<file path="src/hw/rtl/lkvc_pkg.sv">
// Package for the LRU key-value cache: default sizes, command codes, controller states.
// No dependencies; used by lru_key_value_cache_top and its testbench.
package lkvc_pkg;

    localparam int ENTRIES_DEF    = 16;
    localparam int KEY_BITS_DEF   = 16;
    localparam int VALUE_BITS_DEF = 32;

    localparam int          CAP_W     = 5;
    localparam logic [4:0]  CAP_RESET = 5'd16;

    localparam logic CMD_GET = 1'b0;
    localparam logic CMD_PUT = 1'b1;

    typedef enum logic [2:0] {
        ST_IDLE,
        ST_SCAN,
        ST_SCAN_END,
        ST_DECIDE,
        ST_SWEEP,
        ST_SWEEP_END
    } t_state;

endpackage

</file>
<file path="src/hw/rtl/lkvc_ram.sv">
// Generic simple dual-port RAM: one write port, one read port, registered read data.
// No package dependencies.
module lkvc_ram #(
    parameter int WIDTH = 8,
    parameter int DEPTH = 16
) (
    input  logic                                 i_clk,
    input  logic                                 i_wr_en,
    input  logic [(DEPTH > 1 ? $clog2(DEPTH) : 1)-1:0] i_wr_addr,
    input  logic [WIDTH-1:0]                     i_wr_data,
    input  logic                                 i_rd_en,
    input  logic [(DEPTH > 1 ? $clog2(DEPTH) : 1)-1:0] i_rd_addr,
    output logic [WIDTH-1:0]                     o_rd_data
);

    logic [WIDTH-1:0] r_mem [DEPTH];
    logic [WIDTH-1:0] r_rd_data;

    always_ff @(posedge i_clk) begin
        if (i_wr_en) begin
            r_mem[i_wr_addr] <= i_wr_data;
        end
        if (i_rd_en) begin
            r_rd_data <= r_mem[i_rd_addr];
        end
    end

    assign o_rd_data = r_rd_data;

endmodule

</file>
<file path="src/hw/rtl/lru_key_value_cache_top.sv">
// Top level of the fully associative LRU key-value cache.
// Depends on lkvc_pkg and lkvc_ram (entry store: key, value and recency age per slot).
//
// A get result is strobed from the decision step, after the scan of every slot.
// A new command is accepted only while idle. A get miss walks the entry RAM once; a get hit
// or any put walks its single read port twice, once to scan and once to rewrite ages.
// Reset (synchronous, active low) clears valid bits, occupancy and control; capacity
// returns to 16. The receiver cannot stall: each result is shown for one cycle only.
module lru_key_value_cache_top #(
    parameter int ENTRIES    = lkvc_pkg::ENTRIES_DEF,
    parameter int KEY_BITS   = lkvc_pkg::KEY_BITS_DEF,
    parameter int VALUE_BITS = lkvc_pkg::VALUE_BITS_DEF
) (
    input  logic                       i_clk,
    input  logic                       i_rst_n,
    // command channel
    input  logic                       start,
    output logic                       busy,
    input  logic                       i_cmd,
    input  logic [KEY_BITS-1:0]        i_key,
    input  logic [VALUE_BITS-1:0]      i_value,
    // results
    output logic                       o_strobe,
    output logic                       o_found,
    output logic [VALUE_BITS-1:0]      o_read_value,
    // capacity register write
    input  logic                       i_cfg_valid,
    output logic                       o_cfg_ready,
    input  logic [lkvc_pkg::CAP_W-1:0] i_cfg_capacity
);

    localparam int IDX_W  = (ENTRIES > 1) ? $clog2(ENTRIES) : 1;
    localparam int AGE_W  = IDX_W;
    localparam int OCC_W  = $clog2(ENTRIES + 1);
    localparam int CMP_W  = (OCC_W > lkvc_pkg::CAP_W) ? OCC_W : lkvc_pkg::CAP_W;
    localparam int WORD_W = KEY_BITS + VALUE_BITS + AGE_W;

    // ------------------------------------------------------------------
    // Capacity register and its effective value (zero acts as one,
    // anything above ENTRIES saturates).
    // ------------------------------------------------------------------
    logic [lkvc_pkg::CAP_W-1:0] r_cap;
    logic [CMP_W-1:0]           eff_cap;
    logic [CMP_W-1:0]           cap_ext;

    assign o_cfg_ready = 1'b1;

    always_ff @(posedge i_clk) begin
        if (!i_rst_n) begin
            r_cap <= lkvc_pkg::CAP_RESET;
        end else if (i_cfg_valid) begin
            r_cap <= i_cfg_capacity;
        end
    end

    always_comb begin
        cap_ext = CMP_W'(r_cap);
        if (r_cap == '0) begin
            eff_cap = CMP_W'(1);
        end else if (cap_ext > CMP_W'(ENTRIES)) begin
            eff_cap = CMP_W'(ENTRIES);
        end else begin
            eff_cap = cap_ext;
        end
    end

    // ------------------------------------------------------------------
    // Registers
    // ------------------------------------------------------------------
    lkvc_pkg::t_state r_state, n_state;

    logic [IDX_W-1:0]      r_cnt,       n_cnt;
    logic                  r_cmd,       n_cmd;
    logic [KEY_BITS-1:0]   r_key,       n_key;
    logic [VALUE_BITS-1:0] r_value,     n_value;

    // read pipeline tag: the RAM answers in the cycle after the address
    logic                  r_rd_vld,    n_rd_vld;
    logic                  r_rd_sweep,  n_rd_sweep;
    logic [IDX_W-1:0]      r_rd_addr,   n_rd_addr;

    // scan trackers
    logic                  r_hit,       n_hit;
    logic [IDX_W-1:0]      r_hit_idx,   n_hit_idx;
    logic [AGE_W-1:0]      r_hit_age,   n_hit_age;
    logic [VALUE_BITS-1:0] r_hit_val,   n_hit_val;
    logic                  r_have_lru,  n_have_lru;
    logic [IDX_W-1:0]      r_lru_idx,   n_lru_idx;
    logic [AGE_W-1:0]      r_lru_age,   n_lru_age;
    logic                  r_have_free, n_have_free;
    logic [IDX_W-1:0]      r_free_idx,  n_free_idx;

    // sweep control
    logic [IDX_W-1:0]      r_tgt,       n_tgt;
    logic [AGE_W-1:0]      r_ref_age,   n_ref_age;
    logic                  r_miss,      n_miss;

    logic [ENTRIES-1:0]    r_valid,     n_valid;
    logic [OCC_W-1:0]      r_occ,       n_occ;

    logic                  r_strobe,    n_strobe;
    logic                  r_found,     n_found;
    logic [VALUE_BITS-1:0] r_read_value, n_read_value;

    // RAM ports
    logic                  rd_en;
    logic [IDX_W-1:0]      rd_addr;
    logic [WORD_W-1:0]     rd_data;
    logic                  wr_en;
    logic [IDX_W-1:0]      wr_addr;
    logic [WORD_W-1:0]     wr_data;

    logic [AGE_W-1:0]      rd_age;
    logic [VALUE_BITS-1:0] rd_val;
    logic [KEY_BITS-1:0]   rd_key;
    logic                  rd_entry_valid;
    logic                  evict;
    logic                  is_tgt;
    logic [AGE_W-1:0]      new_age;
    logic [KEY_BITS-1:0]   new_key;
    logic [VALUE_BITS-1:0] new_val;

    assign rd_age         = rd_data[AGE_W-1:0];
    assign rd_val         = rd_data[AGE_W +: VALUE_BITS];
    assign rd_key         = rd_data[AGE_W + VALUE_BITS +: KEY_BITS];
    assign rd_entry_valid = r_valid[r_rd_addr];

    lkvc_ram #(
        .WIDTH (WORD_W),
        .DEPTH (ENTRIES)
    ) u_store (
        .i_clk     (i_clk),
        .i_wr_en   (wr_en),
        .i_wr_addr (wr_addr),
        .i_wr_data (wr_data),
        .i_rd_en   (rd_en),
        .i_rd_addr (rd_addr),
        .o_rd_data (rd_data)
    );

    always_ff @(posedge i_clk) begin
        if (!i_rst_n) begin
            r_state     <= lkvc_pkg::ST_IDLE;
            r_cnt       <= '0;
            r_rd_vld    <= 1'b0;
            r_rd_sweep  <= 1'b0;
            r_hit       <= 1'b0;
            r_have_lru  <= 1'b0;
            r_have_free <= 1'b0;
            r_miss      <= 1'b0;
            r_valid     <= '0;
            r_occ       <= '0;
            r_strobe    <= 1'b0;
        end else begin
            r_state     <= n_state;
            r_cnt       <= n_cnt;
            r_rd_vld    <= n_rd_vld;
            r_rd_sweep  <= n_rd_sweep;
            r_hit       <= n_hit;
            r_have_lru  <= n_have_lru;
            r_have_free <= n_have_free;
            r_miss      <= n_miss;
            r_valid     <= n_valid;
            r_occ       <= n_occ;
            r_strobe    <= n_strobe;
        end
    end

    always_ff @(posedge i_clk) begin
        r_cmd        <= n_cmd;
        r_key        <= n_key;
        r_value      <= n_value;
        r_rd_addr    <= n_rd_addr;
        r_hit_idx    <= n_hit_idx;
        r_hit_age    <= n_hit_age;
        r_hit_val    <= n_hit_val;
        r_lru_idx    <= n_lru_idx;
        r_lru_age    <= n_lru_age;
        r_free_idx   <= n_free_idx;
        r_tgt        <= n_tgt;
        r_ref_age    <= n_ref_age;
        r_found      <= n_found;
        r_read_value <= n_read_value;
    end

    // ------------------------------------------------------------------
    // Sweep write-back: the slot read last cycle is rewritten now, so the
    // write always trails the read by one address and never collides.
    // ------------------------------------------------------------------
    always_comb begin
        is_tgt  = (r_rd_addr == r_tgt);
        new_key = (is_tgt && r_miss) ? r_key : rd_key;
        new_val = (is_tgt && (r_cmd == lkvc_pkg::CMD_PUT)) ? r_value : rd_val;
        if (is_tgt) begin
            new_age = '0;
        end else if (r_miss || (rd_age < r_ref_age)) begin
            new_age = rd_age + AGE_W'(1);
        end else begin
            new_age = rd_age;
        end
        wr_en   = r_rd_vld && r_rd_sweep && (is_tgt || rd_entry_valid);
        wr_addr = r_rd_addr;
        wr_data = {new_key, new_val, new_age};
    end

    assign evict = (r_cmd == lkvc_pkg::CMD_PUT) && !r_hit
                   && (CMP_W'(r_occ) >= eff_cap) && (r_occ != '0);

    // ------------------------------------------------------------------
    // Controller: next state, trackers and result
    // ------------------------------------------------------------------
    always_comb begin
        n_state      = r_state;
        n_cnt        = r_cnt;
        n_cmd        = r_cmd;
        n_key        = r_key;
        n_value      = r_value;
        n_hit        = r_hit;
        n_hit_idx    = r_hit_idx;
        n_hit_age    = r_hit_age;
        n_hit_val    = r_hit_val;
        n_have_lru   = r_have_lru;
        n_lru_idx    = r_lru_idx;
        n_lru_age    = r_lru_age;
        n_have_free  = r_have_free;
        n_free_idx   = r_free_idx;
        n_tgt        = r_tgt;
        n_ref_age    = r_ref_age;
        n_miss       = r_miss;
        n_valid      = r_valid;
        n_occ        = r_occ;
        n_strobe     = 1'b0;
        n_found      = r_found;
        n_read_value = r_read_value;
        rd_en        = 1'b0;
        rd_addr      = r_cnt;

        // scan data stage: match, least recent and first free slot
        if (r_rd_vld && !r_rd_sweep) begin
            if (rd_entry_valid) begin
                if (!r_hit && (rd_key == r_key)) begin
                    n_hit     = 1'b1;
                    n_hit_idx = r_rd_addr;
                    n_hit_age = rd_age;
                    n_hit_val = rd_val;
                end
                if (!r_have_lru || (rd_age > r_lru_age)) begin
                    n_have_lru = 1'b1;
                    n_lru_idx  = r_rd_addr;
                    n_lru_age  = rd_age;
                end
            end else if (!r_have_free) begin
                n_have_free = 1'b1;
                n_free_idx  = r_rd_addr;
            end
        end

        unique case (r_state)
            lkvc_pkg::ST_IDLE: begin
                if (start) begin
                    n_cmd       = i_cmd;
                    n_key       = i_key;
                    n_value     = i_value;
                    n_cnt       = '0;
                    n_hit       = 1'b0;
                    n_have_lru  = 1'b0;
                    n_have_free = 1'b0;
                    n_state     = lkvc_pkg::ST_SCAN;
                end
            end
            lkvc_pkg::ST_SCAN, lkvc_pkg::ST_SWEEP: begin
                rd_en = 1'b1;
                n_cnt = r_cnt + IDX_W'(1);
                if (r_cnt == IDX_W'(ENTRIES - 1)) begin
                    n_cnt   = '0;
                    n_state = (r_state == lkvc_pkg::ST_SCAN) ? lkvc_pkg::ST_SCAN_END
                                                             : lkvc_pkg::ST_SWEEP_END;
                end
            end
            lkvc_pkg::ST_SCAN_END: begin
                n_state = lkvc_pkg::ST_DECIDE;
            end
            lkvc_pkg::ST_DECIDE: begin
                n_cnt     = '0;
                n_ref_age = r_hit_age;
                n_miss    = (r_cmd == lkvc_pkg::CMD_PUT) && !r_hit;
                n_state   = lkvc_pkg::ST_SWEEP;
                if (r_cmd == lkvc_pkg::CMD_GET) begin
                    n_strobe     = 1'b1;
                    n_found      = r_hit;
                    n_read_value = r_hit ? r_hit_val : '0;
                    if (!r_hit) begin
                        n_state = lkvc_pkg::ST_IDLE;
                    end
                    n_tgt = r_hit_idx;
                end else if (r_hit) begin
                    n_tgt = r_hit_idx;
                end else if (evict) begin
                    // victim slot is reused in place, occupancy unchanged
                    n_tgt              = r_lru_idx;
                    n_valid[r_lru_idx] = 1'b1;
                end else begin
                    n_tgt               = r_free_idx;
                    n_valid[r_free_idx] = 1'b1;
                    n_occ               = r_occ + OCC_W'(1);
                end
            end
            lkvc_pkg::ST_SWEEP_END: begin
                n_state = lkvc_pkg::ST_IDLE;
            end
            default: begin
                n_state = lkvc_pkg::ST_IDLE;
            end
        endcase

        n_rd_vld   = rd_en;
        n_rd_sweep = (r_state == lkvc_pkg::ST_SWEEP);
        n_rd_addr  = rd_addr;
    end

    assign busy         = (r_state != lkvc_pkg::ST_IDLE);
    assign o_strobe     = r_strobe;
    assign o_found      = r_found;
    assign o_read_value = r_read_value;

    // ------------------------------------------------------------------
    // Assertions
    // ------------------------------------------------------------------
    a_occ_matches_valid: assert property (@(posedge i_clk) disable iff (!i_rst_n)
        $countones(r_valid) == int'(r_occ))
        else $error("occupancy out of step with valid bits");

    a_no_rw_collision: assert property (@(posedge i_clk) disable iff (!i_rst_n)
        (wr_en && rd_en) |-> (wr_addr != rd_addr))
        else $error("entry RAM read and write to the same slot");

    a_strobe_from_decide: assert property (@(posedge i_clk) disable iff (!i_rst_n)
        o_strobe |-> $past(r_state == lkvc_pkg::ST_DECIDE))
        else $error("result strobe outside decision step");

    a_idle_pipe_empty: assert property (@(posedge i_clk) disable iff (!i_rst_n)
        !busy |-> !r_rd_vld)
        else $error("RAM read pending while idle");

endmodule

</file>
<file path="config.mk">
export PLATFORM = sky130hd
export DESIGN_NAME = lru_key_value_cache_top
export DESIGN_NICKNAME = d
export VERILOG_FILES = /design/src/hw/rtl/lkvc_pkg.sv /design/src/hw/rtl/lkvc_ram.sv /design/src/hw/rtl/lru_key_value_cache_top.sv
export SDC_FILE = /design/constraint.sdc
export NUM_CORES = 1
export LEC_CHECK = 0
export BUFFER_PORTS_ARGS = -buffer_cell sky130_fd_sc_hd__buf_2
export CAP_MARGIN = 20
export CORE_ASPECT_RATIO = 0.9
export CORE_MARGIN = 4
export CORE_UTILIZATION = 27
export DETAILED_ROUTE_END_ITERATION = 16
export PLACE_DENSITY = 0.44
export SYNTH_ARGS = -nofsm -noshare
export SYNTH_HDL_FRONTEND = slang
export SYNTH_HIERARCHICAL = 1
export SYNTH_SLANG_ARGS = --single-unit
</file>
<file path="constraint.sdc">
create_clock -name i_clk -period 5.8 [get_ports i_clk]
set_input_delay 0 -clock i_clk [delete_from_list [all_inputs] [get_ports i_clk]]
set_output_delay 0 -clock i_clk [all_outputs]
set_load 0.01 [all_outputs]
</file>
# == After elaboration in Yosys (flattened, before gate mapping) ==
# Memories as Yosys holds them, arrays and structs flattened. A register that Yosys moved wholly into a read port is not among the register bits.
# Cells that the tools add are included.
# word_totals
regBits,186
mem_bits_rw,832
inputBits,58
output_inout_bits,36
memories,1
# classes
add_sub_neg,3
order_cmp,9
n_eq_ne,9
muxes,43
bitwise,7
reduce_logical,33
# memory_table
memory,depth,word_bits,rd,rd_clocked_by_memory_dff,wr,line,source
u_store.r_mem,16,52,1,1,1,lkvc_ram.sv:16,logic [WIDTH-1:0] r_mem [DEPTH];
# op_table
op,count
16-bit 2-to-1 mux,2
32-bit 2-to-1 mux,1
16-bit bitwise OR,2
4-bit 2-to-1 mux,7
1-bit 2-to-1 mux,21
16-bit equality test,1
4-bit by 5-bit less-than comparator with 1-bit output (second input constant),3
3-bit 2-to-1 mux,5
3-bit case mux with 4 select lines,1
4-bit case mux with 3 select lines,1
3-bit AND reduction,4
1-bit logical AND,11
5-bit 2-to-1 mux,2
2-bit AND reduction,5
4-bit by 1-bit adder with 4-bit output (second input constant),2
1-bit demux with 4-bit select,2
4-bit by 1-bit >= comparator with 1-bit output (second input constant),2
3-bit by 2-bit equality test with 1-bit output (second input constant),2
3-bit nonzero test,2
5-bit by 1-bit adder with 5-bit output (second input constant),1
5-bit >= comparator,1
5-bit greater-than comparator (second input constant),1
5-bit zero test,1
1-bit NOT,5
other kinds (14),19

# == Depth between registers and ports, before layout ==
# Gate-level depths: netlist of run 1.
# depth
word_depth,9
depth_mapped,10
depth_no_buf,9

# == Cells and area by module ==
# Netlist of run 1, hierarchy kept.
# modules_own_cells
mod,n_inst,cells_per_inst,area_per_inst_um2,seq_area_each_um2
lkvc_ram,1,1344,32737.6,26545.5
lru_key_value_cache_top,1,559,7843.8,5144.9

# == Worst setup path after synthesis of run 1 ==
# No wires, ideal clock.
# synth_timing
path_kind,register -> register
start,register r_rd_addr[1]
end,memory u_store/r_mem[0][0] (netlist bit) (enable)
setup_ns,0.526
t_arrival_ns,5.518
setup_slack_ns,-0.244
path_stages_with_launch,7
path_buffers,0
cell_sequence,dfxtp_1 mux4_2 mux2i_1 mux2_2 a21oi_1 or3b_2 nor3_1
# synth_between
elab_chain_len,6
# synth_lines
item,line,source
from (decl),lru_key_value_cache_top.sv:80,"logic [IDX_W-1:0] r_rd_addr, n_rd_addr;"
from (signal assigned),lru_key_value_cache_top.sv:173,r_rd_addr <= n_rd_addr;
1-bit binary-select mux with 4-bit select,lru_key_value_cache_top.sv:126,assign rd_entry_valid = r_valid[r_rd_addr];
1-bit 2-to-1 mux (implied by the code),lru_key_value_cache_top.sv:126,
1-bit logical OR *,lru_key_value_cache_top.sv:201,wr_en = r_rd_vld && r_rd_sweep && (is_tgt || rd_entry_valid);
1-bit logical AND *,lru_key_value_cache_top.sv:201,
via wr_en,lru_key_value_cache_top.sv:109,logic wr_en;
1-bit 2-to-1 mux *,lkvc_ram.sv:20,if (i_wr_en) begin
1-bit 2-to-1 mux (implied by the code) *,lkvc_ram.sv:21,r_mem[i_wr_addr] <= i_wr_data;
to (decl),lkvc_ram.sv:16,
# The timed path passes the listed nets; every way through them passes the cells marked *. The select of a mux whose other input is x is not followed.

# == Final worst setup path of run 1 ==
# layout_timing
start,register r_rd_addr[1]
end,memory u_store/r_mem[2][13] (netlist bit) (enable)
# Same word-level chain as after synthesis.

==> reports/results.txt, run 1 <==
H-Tree Level Count - 3
Final Hold Fails - 0
post-CTS resize count - 0
total congestion overflow - 0
row count - 134
Crit Path Max Fanout - 31
Die H - 376 um
sum of negative setup slack - 0 ns
CP endpoint - u_store/r_mem[2][13]
Lkg Pwr - 14.8 nW
slowest stage cell on the critical path - dfxtp_1
Critical Path Stages - 7
Psw - 0.00373 W
Max VDD drop - 0.000226 V
Post-route DRC - 0
Initial Util - 0.273
CP top delay family - simple AND/OR/NAND/NOR gates
CTS buffer count - 110
FF+latch count, synth - 1070
DPL Wire Length - 54.5 mm
transition time of the tightest slew-check pin - 1.06 ns
Crit Path Class - flip-flop to flip-flop
first-pass GRT wire length - 143 mm
min Tclk post-route - 4.18 ns
max-slew violation count - 0
Vias - 19500
number of fill cells - 14200
Synth warnings - 6
Gate Count Post-Synth - 1903
pwr dens - 349 nW/um^2
most common cell in the netlist - edfxtp_1
initial antenna violation count - 5
reg-to-reg startpoint - r_rd_addr[1]
Cell Area, Synth - 40600 um^2
Seq/Total Area, Yosys - 0.781
Setup crit start - r_rd_addr[1]
clk sinks - 1070
CTS tree - built
Clock Skew - 0.0368 ns
Post-synth top flop - edfxtp_1
Comb power frac - 0.064
Die Footprint - 157000 um^2
worst hold path class - input pin to flip-flop
R2R cell count - 7
Critical Path Max Stage Delay - 0.85 ns
Util after Layout - 0.324
switch share - 0.222
Die W - 417 um
Post-synth EDFFs - 1026
max-cap violation count - 0
crit path cell chain - mux4_2 > mux2i_1 > mux2_2 > a21oi_1 > or3b_2 > nor2_4 > buf_12
RePlAce Congestion - 0.721
largest area contributor in the netlist - edfxtp_1
fin crit share - 0.721
clk root buf - clkbuf_16
RSZ-0062 raised after global routing - no
clock-pin slew on the worst setup and hold paths - 0.06 ns
1st-iter DRT viols - 1714
vias in the first global route - 20600
top-area cell type share of the netlist area - 0.759
flop-to-flop setup slack - 1.62 ns
Avg Cell Area, Syn - 21.3 um^2
Hold Slack - 0.0602 ns
internal power - 0.0131 W
drt wl/cell - 23.3 um
dominant cells by area after synthesis - edfxtp_1 76%, mux4_2 12%, dfxtp_1 2.2%
Max Buffers Root-to-Sink - 3
Post-Syn Nets - 1977
CP endpoint kind - flip-flop
P&R area growth vs syn - 18.8%
final worst-path setup slack - 1.62 ns
Worst-Skew Late Latency - 0.72 ns
Synth async-reset ratio - 0
PortBufs - 92
Startpoint Class - flip-flop
Setup-failing EPs final - 0
IO Pins - 94
Total Routing Usage GR - 0.124
Crit Reg-Reg Endpoint - u_store/r_mem[2][13]
sequential power share - 0.526
total wire length - 98.6 mm
Worst Path Arrival - 4.55 ns
largest net degree at the start of global routing - 100
DR pass1 iterations - 5
Crit path required time - 6.17 ns
final net count - 2245
layout cells sized above 1 - 0.260
status - finished, final reports clean
Clock Power Share - 0.410
antenna viol nets, final - 0
Slew HR - 0.292
Netlist cell types - 54
Core Area - 149000 um^2
DP Worst Slack - 1.63 ns
Max Clock Freq - 239 MHz
vias per inst - 4.61
Post-CTS Hold Fix Bufs - 107
synth cell count leaders - 1026 x edfxtp_1, 212 x mux4_2, 106 x a22oi_1, 81 x nand2_1, 49 x mux2_2
Post-CTS Setup Bufs - 0
Buf+Inv Stages, Crit Path - 1
-- routing by layer --
| layer | vias to the layer above | part of all wire | wire (um) | track usage |
|---|---|---|---|---|
| met3 | 150 | 0.043 | 4240 | 0.0253 |
| met5 | - | 0 | 0 | 0 |
| met4 | 0 | 0.020 | 1990 | 0.0277 |
| met1 | 10500 | 0.48 | 47200 | 0.178 |
| li1 | 8432 | - | - | - |
| met2 | 420 | 0.46 | 45100 | 0.197 |
-- worst register-to-register path, delay by kind of cell, from the launching register on --
family	cells	cell delay [ns]
and+or+nand+nor	2	1.41
DFF	1	0.85
muxes	3	0.84
buffers and inverters	1	0.38
AOI/OAI and AO/OA	1	0.35
-- flip-flops by register name, indices dropped and copies added (netlist names), 5 cells and up --
register / cells
r_valid: 16
r_occ: 5
r_key: 16
o_read_value: 32
r_hit_val: 32
u_store/r_mem: 832
r_value: 32
cap_ext: 5
u_store/o_rd_data: 52
-- layout by cell type (no fill, tap or decap), types with 9 or more instances in the layout --
master / instances
xor2_1: 17
nor2_4: 14
buf_12: 11
buf_4: 35
clkinv_2: 14
nor3_1: 12
clkbuf_16: 110
bufinv_16: 9
mux2i_1: 10
dlygate4sd3_1: 107
mux4_2: 212
clkbuf_1: 26
nor2_1: 29
edfxtp_1: 1026
dfxtp_1: 41
a21oi_1: 15
buf_2: 92
clkinv_1: 28
nand2_1: 80
nand3_1: 12
a22oi_1: 106
ha_1: 16
nand2b_1: 11
and2_1: 33
inv_1: 21
mux2_2: 49
-- worst min path at each step --
stage                           start     endpoint  depth (start not counted)
final                        i_key[2]     r_key[2]                          2
after global routing        i_key[13]    r_key[13]                          2
after floorplan                 i_cmd        r_cmd                          0
after detailed placement   i_value[4]   r_value[4]                          1
after global placement    i_value[12]  r_value[12]                          1
after CTS                   i_key[13]    r_key[13]                          2
-- logic make-up (layout without fill, tap and decap cells) --
family | after synthesis | in the layout | share of synthesized area
other | 1 | 5 | 0.0000924
DFF | 1070 | 1070 | 0.781
buffers and inverters | 111 | 469 | 0.0144
AOI/OAI and AO/OA | 176 | 176 | 0.0317
xor gates and xnor gates | 25 | 25 | 0.00540
adders and majority gates | 16 | 16 | 0.00493
and+or+nand+nor | 233 | 233 | 0.0289
muxes | 271 | 271 | 0.134
-- through the flow --
| step | cell area [um^2] | instances | power (W) |
|---|---|---|---|
| after floorplan | 40600 | 1903 | 0.00968 |
| after global placement | 43700 | 3923 | 0.0100 |
| after CTS | 48200 | 4232 | 0.0171 |
| after detailed placement | 43700 | 3923 | 0.0101 |
| after global routing | 48200 | 4234 | 0.0175 |
| final | 48200 | 4237 | 0.0168 |
-- layout make-up --
class                   instances  area, um^2  share of cell area
diodes                          4        10.0            0.000208
clock buffers                 136        2850              0.0591
clock inverters                66         619              0.0128
inverters                      22        82.6             0.00171
multi-input cells             722        8470               0.176
flip-flops and latches       1070       31700               0.658
well taps                    1972        2470              0.0512
repair buffers                245        2010              0.0418
-- power groups by stage --
stage	registers [W]	logic, W	clock network, W
floorplan	0.00894	0.000735	0
global placement	0.00900	0.00103	0
detailed placement	0.00901	0.00106	0
CTS	0.00884	0.00112	0.00712
global route	0.00885	0.00119	0.00743
finish	0.00884	0.00108	0.00689
No activity file was read; power rests on OpenSTA's default activity.
==> run 2, diff against run 1 <==
--- a/config.mk
+++ b/config.mk
@@ -11,7 +11,7 @@
 export CORE_MARGIN = 4
 export CORE_UTILIZATION = 27
 export DETAILED_ROUTE_END_ITERATION = 16
-export PLACE_DENSITY = 0.44
+export PLACE_DENSITY = 0.43
 export SYNTH_ARGS = -nofsm -noshare
 export SYNTH_HDL_FRONTEND = slang
 export SYNTH_HIERARCHICAL = 1
==> constraint.sdc (replaced) <==
create_clock -name i_clk -period 4.35 [get_ports i_clk]
set_input_delay 0 -clock i_clk [delete_from_list [all_inputs] [get_ports i_clk]]
set_output_delay 0 -clock i_clk [all_outputs]
set_load 0.01 [all_outputs]
==> reports/results.txt, run 2 (synthesis results as in run 1) <==
max-slew violation count - 0
transition time of the tightest slew-check pin - 0.987 ns
min Tclk post-route - 3.75 ns
IO Pins - 94
Post-CTS Hold Fix Bufs - 113
flop-to-flop setup slack - 0.60 ns
Crit Path Max Fanout - 24
most frequent cells in the layout - 1026 x edfxtp_1, 212 x mux4_2, 116 x clkbuf_16
Worst-Skew Late Latency - 0.71 ns
initial antenna violation count - 2
RSZ-0062 raised after global routing - no
internal power - 0.0179 W
Vias - 19400
DR top layer - met4
Startpoint Class - flip-flop
Comb power frac - 0.063
WL met2 - 46.2 mm
DP Worst Slack - 0.676 ns
reg-to-reg startpoint - r_rd_addr[1]
fin crit share - 0.863
Setup-failing EPs final - 0
Final Non-Filler Cells - 4260
Worst Path Arrival - 4.14 ns
clk root buf - clkbuf_16
final worst-path setup slack - 0.597 ns
WL met1 - 45.2 mm
Post-route DRC - 0
Max VDD drop - 0.000308 V
Initial Util - 0.273
Critical Path Max Stage Delay - 0.86 ns
Core Area - 149000 um^2
drt wl/cell - 22.9 um
final net count - 2268
antenna viol nets, final - 0
DPL Wire Length - 53.0 mm
Hold Crit Endpoint - cap_ext[4]
layout cells sized above 1 - 0.270
Clock Power Share - 0.423
largest net degree at the start of global routing - 55
Biggest register - u_store/r_mem
PortBufs - 92
sequential power share - 0.514
status - finished, final reports clean
worst hold path class - input pin to flip-flop
clock-pin slew on the worst setup and hold paths - 0.07 ns
crit path cell chain - mux4_2 > mux2i_1 > mux2_2 > a21oi_1 > or3b_2 > nor2_4 > buf_12
DR pass1 iterations - 5
P&R area growth vs syn - 20.5%
CP endpoint kind - flip-flop
Met3 Wirelength - 4.02 mm
number of fill cells - 14100
CTS tree - built
1st-iter DRT viols - 1343
Slew HR - 0.342
H-Tree Level Count - 3
Total Routing Usage GR - 0.123
Final Hold Fails - 0
R2R cell count - 7
Die H - 376 um
Psw - 0.00495 W
hold path depth - 3
first-pass GRT wire length - 143 mm
Post-CTS Setup Bufs - 0
Clock Skew - 0.0301 ns
sum of negative setup slack - 0 ns
slowest stage cell on the critical path - dfxtp_1
min-delay src - i_cfg_valid
Crit Path Class - flip-flop to flip-flop
vias in the first global route - 20800
total congestion overflow - 0
vias per inst - 4.55
fin area - 48900 um^2
Largest register FFs - 832
commonest non-fill, non-tap cell in the layout - edfxtp_1
post-CTS resize count - 0
switch share - 0.216
clk sinks - 1070
CTS buffer count - 113
row count - 134
Max Clock Freq - 266 MHz
Max Buffers Root-to-Sink - 3
dpl cell area - 44000 um^2
Lkg Pwr - 15.1 nW
RePlAce Congestion - 0.725
Die W - 417 um
Crit Reg-Reg Endpoint - u_store/r_mem[2][41]
Die Footprint - 157000 um^2
pwr dens - 468 nW/um^2
Crit path required time - 4.74 ns
total wire length - 97.5 mm
max-cap violation count - 0
Placed Cells - 3937
[run 2: changes by cell type in the layout (fill, tap and decap cells not counted), sizes merged]
cell and delta:
buf +14, bufinv +4, clkbuf +5, clkinv +1, clkinvlp -2, diode -3
dlygate4sd3 +6, inv -2
[run 2: worst max-delay path, delay by kind of cell, from the launching register on]
family	cells	cell delay [ns]
AO/OA/AOI/OAI	1	0.33
multiplexers	3	0.83
AND/OR/NAND/NOR	2	1.08
buffers and inverters	1	0.30
flip-flops	1	0.86
[run 2: worst max-delay path by stage]
stage,start,endpoint,slack (ns)
after floorplan,r_rd_addr[1],u_store/r_mem[12][0],-1.38
after global placement,r_rd_addr[1],u_store/r_mem[1][42],0.70
after detailed placement,r_rd_addr[1],u_store/r_mem[2][45],0.68
after CTS,r_rd_addr[1],u_store/r_mem[2][46],0.62
after global routing,r_rd_addr[1],u_store/r_mem[2][46],0.47
final,r_rd_addr[1],u_store/r_mem[2][41],0.60
[run 2: per-stage QoR]
| step | hold slack (ns) | utilization | total power (W) |
|---|---|---|---|
| after detailed placement | 0.179 | 0.296 | 0.0134 |
| after floorplan | 0.0989 | - | 0.0129 |
| after global routing | 0.176 | 0.328 | 0.0238 |
| final | 0.196 | 0.329 | 0.0229 |
| after CTS | 0.121 | 0.328 | 0.0233 |
| after global placement | 0.179 | 0.296 | 0.0134 |
[run 2: per-layer routing]
metal / up-vias / global-route usage
li1: 8476 / -
met1: 10400 / 0.172
met2: 389 / 0.199
met3: 139 / 0.0243
met4: 0 / 0.0306
met5: - / 0
[run 2: area by class of cell]
cell class | instances | area [um^2] | share of cell area
Multi-Input combinational cell | 722 | 8470 | 0.173
Clock buffer | 141 | 3010 | 0.0615
Clock inverter | 67 | 717 | 0.0147
Timing Repair Buffer | 265 | 2470 | 0.0504
Inverter | 22 | 82.6 | 0.00169
Antenna cell | 1 | 2.50 | 0.0000512
Sequential cell | 1070 | 31700 | 0.648
Tap cell | 1972 | 2470 | 0.0504
[run 2: power groups by stage]
stage | clock network (W) | registers (W) | logic (W)
after floorplan | 0 | 0.0119 | 0.000981
after global placement | 0 | 0.0120 | 0.00138
after detailed placement | 0 | 0.0120 | 0.00141
after CTS | 0.0100 | 0.0118 | 0.00149
after global routing | 0.0104 | 0.0118 | 0.00160
final | 0.00967 | 0.0118 | 0.00144
==> run 3, diff against run 2 <==
--- a/config.mk
+++ b/config.mk
@@ -5,13 +5,13 @@
 export SDC_FILE = /design/constraint.sdc
 export NUM_CORES = 1
 export LEC_CHECK = 0
-export BUFFER_PORTS_ARGS = -buffer_cell sky130_fd_sc_hd__buf_2
 export CAP_MARGIN = 20
 export CORE_ASPECT_RATIO = 0.9
 export CORE_MARGIN = 4
 export CORE_UTILIZATION = 27
 export DETAILED_ROUTE_END_ITERATION = 16
-export PLACE_DENSITY = 0.43
+export DONT_BUFFER_PORTS = 1
+export PLACE_DENSITY = 0.42
 export SYNTH_ARGS = -nofsm -noshare
 export SYNTH_HDL_FRONTEND = slang
 export SYNTH_HIERARCHICAL = 1
==> reports/results.txt, run 3 (synthesis results as in run 1) <==
final worst-path setup slack - 0.748 ns
total wire length - 98.8 mm
Hold Slack - 0.309 ns
1st-iter DRT viols - 1372
DR pass1 iterations - 5
RePlAce Congestion - 0.718
Initial Util - 0.273
Worst Path Arrival - 3.99 ns
Max Buffers Root-to-Sink - 3
total inserted antenna cells - 0
Startpoint Class - flip-flop
PortBufs - 0
status - finished, final reports clean
CP endpoint kind - flip-flop
Crit Reg-Reg Endpoint - u_store/r_mem[3][45]
Clock Skew - 0.0182 ns
drt wl/cell - 23.7 um
DPL Wire Length - 51.8 mm
vias per inst - 4.59
Total Routing Usage GR - 0.126
min-delay src - start
Crit Path Class - flip-flop to flip-flop
P&R area growth vs syn - 18.7%
largest net degree at the start of global routing - 53
Vias - 19100
final net count - 2173
Slew HR - 0.311
Max Clock Freq - 278 MHz
Biggest register - u_store/r_mem
layout cells sized above 1 - 0.234
initial antenna violation count - 0
Final Non-Filler Cells - 4165
hold path depth - 5
RSZ-0062 raised after global routing - no
sum of negative setup slack - 0 ns
Final Hold Fails - 0
clock-pin slew on the worst setup and hold paths - 0.06 ns
number of fill cells - 14100
max-slew violation count - 0
max-cap violation count - 0
most frequent cells in the layout - 1026 x edfxtp_1, 212 x mux4_2, 115 x clkbuf_16, 115 x dlygate4sd3_1, 106 x a22oi_1
Core Area - 149000 um^2
pwr dens - 463 nW/um^2
Setup-failing EPs final - 0
H-Tree Level Count - 3
Largest register FFs - 832
total congestion overflow - 0
first-pass GRT wire length - 145 mm
Worst-Skew Late Latency - 0.70 ns
commonest non-fill, non-tap cell in the layout - edfxtp_1
vias in the first global route - 20700
Post-route DRC - 0
Max VDD drop - 0.000288 V
Placed Cells - 3838
row count - 134
transition time of the tightest slew-check pin - 1.03 ns
antenna viol nets, final - 0
Crit Path Max Fanout - 19
Hold Crit Endpoint - r_state[0]
flop-to-flop setup slack - 0.75 ns
worst hold path class - input pin to flip-flop
Die Footprint - 157000 um^2
reg-to-reg startpoint - r_rd_addr[1]
clk root buf - clkbuf_16
Die H - 376 um
CTS buffer count - 113
DP Worst Slack - 0.728 ns
CTS tree - built
clk sinks - 1070
min Tclk post-route - 3.60 ns
Lkg Pwr - 14.7 nW
R2R cell count - 7
fin crit share - 0.828
IO Pins - 94
Crit path required time - 4.74 ns
Die W - 417 um
## run 3: critical path, cell delays in order, from the launching register on
cell and delay [ns]:
dfxtp_1 0.82, mux4_2 0.36, mux2i_1 0.10, mux2_2 0.33
a21oi_1 0.32, or3b_2 0.62, nor2_4 0.46, buf_12 0.25
## run 3: report_power, final
group / internal, W / total, W / switching [W]
Sequential: 0.0117 / 0.0118 / 0.000143
Clock: 0.00521 / 0.00914 / 0.00393
Combinational: 0.000596 / 0.00139 / 0.000792
Total: 0.0175 / 0.0223 / 0.00487
## run 3: layer usage
layer | share of wire | up-vias | wire length (um) | global-route usage
li1 | - | 8292 | - | -
met1 | 0.46 | 10300 | 45100 | 0.173
met4 | 0.021 | 0 | 2070 | 0.0308
met2 | 0.48 | 380 | 47900 | 0.208
met3 | 0.038 | 148 | 3740 | 0.0226
met5 | 0 | - | 0 | 0
## run 3: area by class of cell
cell class / instances / area, um^2 / area share
Timing Repair Buffer: 170 / 1970 / 0.0409
Clock inverter: 67 / 509 / 0.0106
Inverter: 22 / 82.6 / 0.00171
Clock buffer: 142 / 2990 / 0.0620
Sequential cell: 1070 / 31700 / 0.658
Tap cell: 1972 / 2470 / 0.0512
Multi-Input combinational cell: 722 / 8470 / 0.176
## run 3: what timing repair did
item                      in CTS  in global routing
hold buffers                 115                  0
hold endpoints to repair      94                  0
gates resized for setup        0                  0
setup buffers                  0                  0
## run 3: worst max path at each step
stage	from	to	slack, ns	depth (start not counted)
2_1_floorplan	r_rd_addr[1]	u_store/r_mem[12][0]	-1.38	6
3_3_place_gp	r_rd_addr[1]	u_store/r_mem[3][28]	0.76	7
3_5_place_dp	r_rd_addr[1]	u_store/r_mem[3][28]	0.73	7
4_1_cts	r_rd_addr[1]	u_store/r_mem[3][33]	0.70	7
5_1_grt	r_rd_addr[1]	u_store/r_mem[3][33]	0.51	7
6_report	r_rd_addr[1]	u_store/r_mem[3][45]	0.75	7
## run 3: stage by stage
stage           util  area (um^2)  total power (W)
4_1_cts        0.324        48200           0.0227
3_5_place_dp   0.292        43500           0.0134
6_report       0.324        48200           0.0223
2_1_floorplan      -        40600           0.0129
3_3_place_gp   0.292        43500           0.0133
5_1_grt        0.324        48200           0.0233
